===== src/rtl/core/tcw_pkg.sv =====
`timescale 1ns / 1ps
// tcw_pkg: shared types and constants of the text console cell writer
// no dependencies; used by the interfaces, the controller and the top level

package tcw_pkg;

  // command codes
  localparam logic [2:0] CmdPut   = 3'd0;
  localparam logic [2:0] CmdBack  = 3'd1;
  localparam logic [2:0] CmdGoto  = 3'd2;
  localparam logic [2:0] CmdClear = 3'd3;
  localparam logic [2:0] CmdRead  = 3'd4;

  // special character codes
  localparam logic [7:0] ChTab     = 8'd9;
  localparam logic [7:0] ChNewline = 8'd10;
  localparam logic [7:0] ChSpace   = 8'd32;

  // blanks written for one tab
  localparam int TabBlanks = 4;
  localparam int RemW      = $clog2(TabBlanks + 1);

  // configuration register indexes
  localparam int CfgIdxW  = 4;
  localparam int CfgDataW = 4;
  localparam logic [CfgIdxW-1:0] CfgFore = 4'd0;
  localparam logic [CfgIdxW-1:0] CfgBack = 4'd1;

  localparam logic [3:0] ForeReset = 4'd15;
  localparam logic [3:0] BackReset = 4'd0;

  typedef struct packed {
    logic [2:0] cmd;
    logic [7:0] char_code;
    logic [6:0] col;
    logic [4:0] row;
    logic [6:0] bound;
  } cmd_t;

  typedef struct packed {
    logic [6:0]  cursor_col;
    logic [4:0]  cursor_row;
    logic [15:0] cell_value;
    logic        screen_cleared;
  } res_t;

endpackage


===== src/rtl/core/tcw_ctrl.sv =====
`timescale 1ns / 1ps
// tcw_ctrl: command sequencer, cursor and write position, clearing sweep
// depends on tcw_pkg; drives the ports of tcw_screen_mem

module tcw_ctrl import tcw_pkg::*; #(
  parameter int COLUMNS = 80,
  parameter int ROWS    = 25,
  parameter int PosW    = 11
) (
  input  logic            clk_i,
  input  logic            rst_ni,
  input  logic            cmd_valid_i,
  output logic            cmd_ready_o,
  input  cmd_t            cmd_i,
  input  logic [3:0]      fore_i,
  input  logic [3:0]      back_i,
  output logic            mem_we_o,
  output logic [PosW-1:0] mem_waddr_o,
  output logic [15:0]     mem_wdata_o,
  output logic            mem_re_o,
  output logic [PosW-1:0] mem_raddr_o,
  input  logic [15:0]     mem_rdata_i,
  output logic            res_valid_o,
  input  logic            res_ready_i,
  output res_t            res_o
);

  localparam int Cells = COLUMNS * ROWS;
  localparam int ColW  = $clog2(COLUMNS);
  localparam int RowW  = $clog2(ROWS);
  localparam logic [ColW-1:0] LastCol = ColW'(COLUMNS - 1);
  localparam logic [RowW-1:0] LastRow = RowW'(ROWS - 1);
  localparam logic [PosW-1:0] LastPos = PosW'(Cells - 1);

  typedef enum logic [2:0] {
    ST_SWEEP, ST_IDLE, ST_EXEC, ST_PUT, ST_BS2, ST_RD, ST_DONE
  } state_e;

  state_e          state_q, ret_q;
  logic [ColW-1:0] cur_col_q;
  logic [RowW-1:0] cur_row_q;
  logic [PosW-1:0] pos_q, sweep_q;
  logic [15:0]     sweep_val_q, cell_q;
  cmd_t            cmd_q;
  logic [7:0]      code_q;
  logic [RemW-1:0] rem_q;
  logic            cleared_q;

  logic [ColW-1:0] tc;
  logic [RowW-1:0] tr;
  logic [PosW-1:0] tgt_pos;
  logic [15:0]     blank;
  logic            at_last_col, at_last_row, bs_move, printable;
  state_e          put_next;

  always_comb begin
    tc = (32'(cmd_q.col) >= 32'(COLUMNS)) ? LastCol : ColW'(cmd_q.col);
    tr = (32'(cmd_q.row) >= 32'(ROWS)) ? LastRow : RowW'(cmd_q.row);
    tgt_pos = PosW'(32'(tr) * 32'(COLUMNS) + 32'(tc));
    blank = {back_i, fore_i, 8'h00};
    at_last_col = (cur_col_q == LastCol);
    at_last_row = (cur_row_q == LastRow);
    // no bound: move unless at cell 0; bound: move only right of the bound
    bs_move = (cmd_q.bound == 7'd0) ? (pos_q != '0)
                                     : (32'(cur_col_q) > 32'(cmd_q.bound));
    printable = (cmd_q.char_code != 8'd0) && !cmd_q.char_code[7];
    put_next = (rem_q == RemW'(1)) ? ST_DONE : ST_PUT;
  end

  always_comb begin
    mem_we_o    = 1'b0;
    mem_waddr_o = pos_q;
    mem_wdata_o = blank;
    mem_re_o    = 1'b0;
    mem_raddr_o = tgt_pos;
    case (state_q)
      ST_SWEEP: begin
        mem_we_o    = 1'b1;
        mem_waddr_o = sweep_q;
        mem_wdata_o = sweep_val_q;
      end
      ST_EXEC: begin
        mem_we_o = (cmd_q.cmd == CmdBack);
        mem_re_o = (cmd_q.cmd == CmdRead);
      end
      ST_PUT: begin
        mem_we_o    = 1'b1;
        mem_wdata_o = {back_i, fore_i, code_q};
      end
      ST_BS2: begin
        mem_we_o = 1'b1;
      end
      default: begin
        mem_we_o = 1'b0;
      end
    endcase
  end

  always_ff @(posedge clk_i or negedge rst_ni) begin
    if (!rst_ni) begin
      state_q     <= ST_SWEEP;
      ret_q       <= ST_IDLE;
      cur_col_q   <= '0;
      cur_row_q   <= '0;
      pos_q       <= '0;
      sweep_q     <= '0;
      sweep_val_q <= '0;
      rem_q       <= '0;
      cleared_q   <= 1'b0;
    end else begin
      case (state_q)
        ST_SWEEP: begin
          if (sweep_q == LastPos) begin
            sweep_q <= '0;
            state_q <= ret_q;
          end else begin
            sweep_q <= sweep_q + PosW'(1);
          end
        end
        ST_IDLE: begin
          if (cmd_valid_i) begin
            cmd_q     <= cmd_i;
            cleared_q <= 1'b0;
            cell_q    <= '0;
            state_q   <= ST_EXEC;
          end
        end
        ST_EXEC: begin
          state_q <= ST_DONE;
          case (cmd_q.cmd)
            CmdPut: begin
              if (cmd_q.char_code == ChNewline) begin
                if (at_last_row) begin
                  cur_col_q   <= '0;
                  cur_row_q   <= '0;
                  pos_q       <= '0;
                  sweep_val_q <= blank;
                  cleared_q   <= 1'b1;
                  ret_q       <= ST_DONE;
                  state_q     <= ST_SWEEP;
                end else begin
                  cur_col_q <= '0;
                  cur_row_q <= cur_row_q + RowW'(1);
                  pos_q     <= pos_q + PosW'(COLUMNS) - PosW'(cur_col_q);
                end
              end else if (cmd_q.char_code == ChTab) begin
                code_q  <= ChSpace;
                rem_q   <= RemW'(TabBlanks);
                state_q <= ST_PUT;
              end else if (printable) begin
                code_q  <= cmd_q.char_code;
                rem_q   <= RemW'(1);
                state_q <= ST_PUT;
              end
            end
            CmdBack: begin
              if (bs_move) begin
                pos_q <= pos_q - PosW'(1);
                if (cur_col_q != '0) begin
                  cur_col_q <= cur_col_q - ColW'(1);
                end else begin
                  cur_col_q <= LastCol;
                  cur_row_q <= cur_row_q - RowW'(1);
                end
                state_q <= ST_BS2;
              end
            end
            CmdGoto: begin
              cur_col_q <= tc;
              cur_row_q <= tr;
              pos_q     <= tgt_pos;
            end
            CmdClear: begin
              cur_col_q   <= '0;
              cur_row_q   <= '0;
              pos_q       <= '0;
              sweep_val_q <= blank;
              cleared_q   <= 1'b1;
              ret_q       <= ST_DONE;
              state_q     <= ST_SWEEP;
            end
            CmdRead: begin
              state_q <= ST_RD;
            end
            default: begin
              state_q <= ST_DONE;
            end
          endcase
        end
        ST_PUT: begin
          // cell is written this cycle, then the cursor advances
          rem_q <= rem_q - RemW'(1);
          if (at_last_col && at_last_row) begin
            cur_col_q   <= '0;
            cur_row_q   <= '0;
            pos_q       <= '0;
            sweep_val_q <= blank;
            cleared_q   <= 1'b1;
            ret_q       <= put_next;
            state_q     <= ST_SWEEP;
          end else begin
            if (at_last_col) begin
              cur_col_q <= '0;
              cur_row_q <= cur_row_q + RowW'(1);
            end else begin
              cur_col_q <= cur_col_q + ColW'(1);
            end
            pos_q   <= pos_q + PosW'(1);
            state_q <= put_next;
          end
        end
        ST_BS2: begin
          state_q <= ST_DONE;
        end
        ST_RD: begin
          cell_q  <= mem_rdata_i;
          state_q <= ST_DONE;
        end
        ST_DONE: begin
          if (res_ready_i) begin
            state_q <= ST_IDLE;
          end
        end
        default: begin
          state_q <= ST_IDLE;
        end
      endcase
    end
  end

  assign cmd_ready_o = (state_q == ST_IDLE);
  assign res_valid_o = (state_q == ST_DONE);
  assign res_o = '{cursor_col:     7'(cur_col_q),
                   cursor_row:     5'(cur_row_q),
                   cell_value:     cell_q,
                   screen_cleared: cleared_q};

  // write position tracks the cursor between commands
  a_pos_sync: assert property (@(posedge clk_i) disable iff (!rst_ni)
    state_q == ST_IDLE |->
      32'(pos_q) == 32'(cur_row_q) * 32'(COLUMNS) + 32'(cur_col_q))
    else $error("write position out of step with cursor");

  a_cursor_range: assert property (@(posedge clk_i) disable iff (!rst_ni)
    32'(cur_col_q) < 32'(COLUMNS) && 32'(cur_row_q) < 32'(ROWS))
    else $error("cursor outside the screen");

  a_accept_exec: assert property (@(posedge clk_i) disable iff (!rst_ni)
    cmd_valid_i && cmd_ready_o |=> state_q == ST_EXEC && !cleared_q)
    else $error("accepted word not executed next cycle");

  a_sweep_home: assert property (@(posedge clk_i) disable iff (!rst_ni)
    state_q == ST_SWEEP && sweep_q != '0 |->
      32'(sweep_q) < Cells && $stable(ret_q))
    else $error("clearing sweep out of range or return state changed");

endmodule

===== config.mk =====
export PLATFORM = sky130hd
export DESIGN_NAME = tcw_ctrl
export DESIGN_NICKNAME = d
export VERILOG_FILES = /design/src/rtl/core/tcw_pkg.sv /design/src/rtl/core/tcw_ctrl.sv
export SDC_FILE = /design/constraint.sdc
export NUM_CORES = 1
export LEC_CHECK = 0
export BUFFER_PORTS_ARGS = -buffer_cell sky130_fd_sc_hd__buf_2
export CORE_UTILIZATION = 45
export CTS_BUF_LIST = sky130_fd_sc_hd__clkbuf_16
export DETAILED_ROUTE_END_ITERATION = 12
export HOLD_SLACK_MARGIN = 0.15
export PLACE_DENSITY = 0.67
export SLEW_MARGIN = 20
export SYNTH_ARGS = -nofsm -noshare
export SYNTH_HDL_FRONTEND = slang
export SYNTH_SLANG_ARGS = --single-unit

===== constraint.sdc =====
create_clock -name clk_i -period 3.1 [get_ports clk_i]
set_clock_uncertainty 0.05 [all_clocks]
set_input_delay 0.31 -clock clk_i [delete_from_list [all_inputs] [get_ports clk_i]]
set_output_delay 0.31 -clock clk_i [all_outputs]
set_load 0.02 [all_outputs]

==> metrics, run 1 <==
Clock Path Buffers=2; Post-synth EDFFs=54; worst setup margin=0.0719 ns; clock latency on the worst-skew pair=0.36 ns; PD cells=between 800 and 900 mW/mm²; largest net degree at the start of global routing=44; Worst Path Arrival=2.67 ns; CP max stage delay=approximately 0.57 ns; worst path cell trace=nand2_1 > and3_1 > ha_1 > fa_2 > o2111ai_1 > o21ai_2 > xnor2_2 > buf_2; Yosys cell types=80; antenna viol nets, final=0; Yosys reg bits=~110; commonest non-fill, non-tap cells in the layout=buf_2, nand2_1, o21ai_0, edfxtp_1, dfrtp_1; n_diodes=0; Worst setup SP type=register; hold_ws=0.157 ns; drt pass-1 iters=5; leak pwr=a little under 4 nW; initial antenna violation count=0; Seq/Total Area, Yosys=0.408; core area=0.0154 mm²; 1st-iter DRT viols=463; DR vias=6263; Int Pwr=4.14 mW; Final nets=about 1000; crit-path max FO=6; chip height=roughly 130 µm; fillcell total=1363; kind of critical path=register to output pin; max-slew violation count=0; total track usage=0.240; global-route wire length before repair=30.6 mm; sequential power share=0.293; Tmin final=between 3 and 4 ns; Mean Syn Cell Area=between 9 and 10 µm²; CP Data Required Time=2.74 ns; multi-input logic area=0.00393 mm²; port bufs=128; slowest CP cell=fa_2; max-cap violation count=0; highest clock rate=0.330 GHz; I/O pin total=129; switching share of power=0.439; Layout area overhead=23.5%; clk sinks=106; Synth async-reset ratio=0.491; Die Span X=128 µm; Power Total=approximately 7.4 mW; mean routed wirelength per cell=between 15 and 20 µm; Final Cycle Share=0.977; share of cells above drive strength 1=0.239; relative slew slack=0.427; Initial Util=0.466; H-tree depth=3; Synth warnings=0; pre-CTS worst setup slack=0.208 ns; CTS tree=done; Vias/cell=5.51; # setup viols final=0; CTS buffer count=9; DIE AREA=0.0164 mm²; most common cell after layout, fill and taps aside=buf_2; CTS root buf=clkbuf_16; Post-synth top flop=edfxtp_1; DRC=0; actual slew at the worst max-slew pin=0.851 ns; crit end category=output pin; Rows=45; net switching power=3.24 mW; grt ovf=0; Hold Vio Cnt, Final=0; Mapped Nets=859; outcome=completed; GP Congestion=0.880; post-DP HPWL=approximately 14 mm; Sequential Area=0.00292 mm²; vias in the first global route=slightly below 6000; Worst-path clk slew=0.08 ns; Comb power frac=0.557; RSZ-0062 raised after global routing=true; hold crit path type=primary input to register; Clk pwr share=0.150; synthesized instance count=756; Worst VDD drop=0.000458 V; mapped cell area=0.00716 mm²; final WL=approximately 19 mm
## metrics by stage
stage                util  instances  instance area, µm²  setup TNS, ns
floorplan               -        756                7160              0
global placement    0.527       1077                8100              0
detailed placement  0.527       1077                8100              0
CTS                 0.571       1133                8770              0
global route        0.575       1137                8840        -0.0803
finish              0.575       1137                8840              0
## logic make-up (layout without fill, tap and decap cells)
| logic type | Yosys count | after routing | share of synthesized area |
|---|---|---|---|
| fa+ha+maj | 45 | 45 | 0.0807 |
| xor+xnor | 37 | 37 | 0.0453 |
| simple gates | 262 | 262 | 0.193 |
| flops | 106 | 106 | 0.408 |
| compound gates | 203 | 203 | 0.189 |
| buf+inv | 85 | 255 | 0.0500 |
| mux | 18 | 18 | 0.0334 |
## cell usage after synthesis (8+ instances only)
master	number	share of area
nor2_1	42	0.022
buf_2	13	0.0091
o21ai_0	66	0.046
xnor2_1	27	0.033
o211ai_1	8	0.0084
xor2_1	10	0.012
a21o_1	8	0.0084
ha_1	43	0.075
nand3_1	23	0.016
a21oi_1	37	0.026
clkbuf_1	32	0.017
and2_1	31	0.027
edfxtp_1	54	0.23
nor3_1	11	0.0077
nand2_1	82	0.043
nor2b_1	8	0.0070
mux2_4	11	0.023
nand2b_1	10	0.0087
dfrtp_1	51	0.18
inv_1	36	0.019
nand4_1	8	0.0070
and3_1	10	0.0087
## critical path, delay by kind of cell (launching register included)
kind / cells / cell delay (ns)
adders and majority gates: 2 / 0.78
and+or+nand+nor: 2 / 0.33
AOI/OAI and AO/OA: 2 / 0.36
DFF: 1 / 0.48
xor gates and xnor gates: 1 / 0.15
buffers and inverters: 1 / 0.19
## layout make-up
class | count | share of cell area
Clock inverter | 7 | 0.00608
Inverter | 36 | 0.0153
Multi-Input combinational cell | 565 | 0.444
Tap cell | 211 | 0.0298
Timing Repair Buffer | 203 | 0.149
Sequential cell | 106 | 0.331
Clock buffer | 9 | 0.0255
## power groups by stage
| stage | Combinational, mW | Clock [mW] | Sequential, mW |
|---|---|---|---|
| global route | 4.55 | 1.18 | 2.21 |
| CTS | 4.05 | 1.13 | 2.15 |
| global placement | 3.96 | 0 | 2.16 |
| floorplan | 2.91 | 0 | 2.18 |
| finish | 4.11 | 1.11 | 2.16 |
| detailed placement | 3.98 | 0 | 2.18 |
## routing by layer
metal  GRT usage  wire length [µm]  up-vias
met2       0.383              9020      217
met5           0                 0        -
met3      0.0501              1140       29
met4      0.0692               308        0
met1       0.328              8670     2941
li1            -                 -     3076
## repair_timing
action,4_1_cts,5_1_grt
endpoints found under the setup margin,1,4
setup buffers,2,4
hold buffers,38,0
endpoints found under the hold margin,46,0
resized for setup,1,9
## registers in the layout, indices dropped and copies added (netlist names), 5 cells and up
register and flops:
sweep_q 11, cell_q 16, cur_col_q 7, cmd_q 30, pos_q 11, code_q 8, cur_row_q 5, sweep_val_q 8
## worst paths after layout
kind	startpoint	to	slack (ns)	cells after the start
setup / recovery	cmd_q[11]	mem_raddr_o[9]	0.07	8
hold reg to reg	ret_q[1]	ret_q[1]	0.44	1
max in group asynchronous	rst_ni	cur_row_q[1]	1.73	3
hold / removal	fore_i[1]	sweep_val_q[9]	0.16	2
min in group asynchronous	rst_ni	ret_q[1]	0.39	2
setup reg to reg	pos_q[4]	pos_q[8]	0.27	10
No activity file was read; power rests on OpenSTA's default activity.
==> run 2, diff against run 1 <==
Settings changed: CORE_UTILIZATION 45 to 40, PLACE_DENSITY 0.67 to unset.
==> run 2 against run 1 <==
Combinational power decreased by 1%. Cell count increased by 0.70%. Global-route usage decreased by 3.2 points. Wire length decreased by 0.79%. Total power decreased by 0.27%. Design area decreased by 0.69%. First-iteration DRC count decreased by 21%. Utilization decreased by 7.1 points.
==> metrics, run 2 (synthesis gave the netlist of run 1 again) <==
post-DP HPWL=13.9 mm; initial antenna violation count=0; Power Total=7.37 mW; actual slew at the worst max-slew pin=0.656 ns; Worst-path clk slew=0.08 ns; fillcell total=1646; DR vias=about 6200; Vias/cell=5.39; Largest regs=cmd_q (30), cell_q (16); Die Span X=136 µm; RSZ-0062 raised after global routing=true; terminus of the critical flop-to-flop path=pos_q[7]; hold depth=2; max-cap violation count=0; PD cells=839 mW/mm²; FF-to-FF path depth=10; DIE AREA=0.0184 mm²; hold worst-path end=sweep_val_q[8]; I/O pin total=about 130; Hold Vio Cnt, Final=0; final std cells w/o fill=around 1100; chip height=136 µm; CTS buffer count=9; vias in the first global route=5687; Clock Path Buffers=2; Top reg by flops=cmd_q; H-tree depth=3; global-route wire length before repair=29.6 mm; antenna viol nets, final=0; reg2reg start=cur_col_q[1]; CP Data Required Time=approximately 2.7 ns; Final Cycle Share=0.947; DRC=0; outcome=completed; Final nets=1018; port bufs=128; placed cell count=1089; worst setup margin=0.164 ns; Worst setup SP type=register; Tmin final=2.94 ns; commonest non-fill, non-tap cells in the layout=buf_2, nand2_1, o21ai_0, edfxtp_1, dfrtp_1; Worst Path Arrival=approximately 2.6 ns; final WL=19.0 mm; crit-path max FO=5; drt pass-1 iters=5; clock latency on the worst-skew pair=around 0.36 ns; most common cell after layout, fill and taps aside=buf_2; relative slew slack=0.558; share of cells above drive strength 1=0.228; # setup viols final=0; CTS root buf=clkbuf_16; clk sinks=around 110; hold crit path type=primary input to register; Layout area overhead=22.7%; r2r setup slk=0.26 ns; Rows=48; n_diodes=0; GP Congestion=0.891; Post-Layout Inst Area=0.00878 mm²; placed cell area=0.00809 mm²; max-slew violation count=0; pre-CTS worst setup slack=0.198 ns; 1st-iter DRT viols=364; highest clock rate=0.341 GHz; Worst VDD drop=between 0.0004 and 0.0005 V; mean routed wirelength per cell=16.6 µm; max reg flops=30; CTS tree=done; largest net degree at the start of global routing=40; Initial Util=0.411; kind of critical path=register to output pin; grt ovf=0; Core Util, Final=0.504; total track usage=0.208; crit end category=output pin; Worst Min Path Start=fore_i[0]; leak pwr=~3.8 nW; core area=~0.017 mm²
-- run 2: area by class of cell --
cell class | count | area, µm² | share of cell area
Sequential cell | 106 | 2920 | 0.333
Timing Repair Buffer | 197 | 1260 | 0.143
Clock buffer | 9 | 225 | 0.0256
Clock inverter | 7 | 63.8 | 0.00726
Multi-Input combinational cell | 565 | 3900 | 0.444
Tap cell | 225 | 282 | 0.0321
Inverter | 36 | 135 | 0.0154
-- run 2: layer usage --
layer / GRT usage / up-vias / routed length [µm]
met5: 0 / - / 0
met4: 0.0612 / 0 / 246
met3: 0.0370 / 16 / 1250
met2: 0.324 / 200 / 8590
met1: 0.292 / 2890 / 8890
li1: - / 3060 / -
-- run 2: how the worst max path moves through the flow --
| stage | from | to | cells past startpoint |
|---|---|---|---|
| after floorplan | cur_col_q[1] | pos_q[9] | 10 |
| after global placement | cur_col_q[1] | pos_q[9] | 10 |
| after detailed placement | cur_col_q[1] | pos_q[9] | 10 |
| after CTS | cmd_q[11] | mem_raddr_o[9] | 8 |
| after global routing | cmd_q[11] | mem_raddr_o[10] | 9 |
| final | cmd_q[11] | mem_raddr_o[10] | 9 |
-- run 2: critical path, stage by stage, from the launching register on --
cell and delay [ns]:
edfxtp_1 0.47, buf_4 0.19, and3b_1 0.17, nor2_1 0.22, ha_1 0.27, a21o_1 0.16, a21oi_1 0.17, xnor2_1 0.10
xnor2_1 0.26, buf_2 0.22
-- run 2: metrics by stage --
stage          TNS [ns]  hold WS [ns]
3_3_place_gp          0         0.214
3_5_place_dp          0         0.214
4_1_cts               0         0.153
5_1_grt        -0.00939         0.162
6_report              0         0.166
2_1_floorplan         0       -0.0356
-- run 2: power breakdown --
part / internal, mW / switching [mW]
Clock: 0.561 / 0.572
Combinational: 1.74 / 2.31
Sequential: 1.81 / 0.367
Total: 4.12 / 3.25
-- run 2: timing repair --
| action | CTS | global route |
|---|---|---|
| hold buffers | 38 | 0 |
| endpoints found under the setup margin | 1 | 2 |
| setup buffers | 1 | 1 |
| gates cloned | 0 | 0 |
| hold endpoints to repair | 50 | 0 |
| gates resized for setup | 1 | 3 |
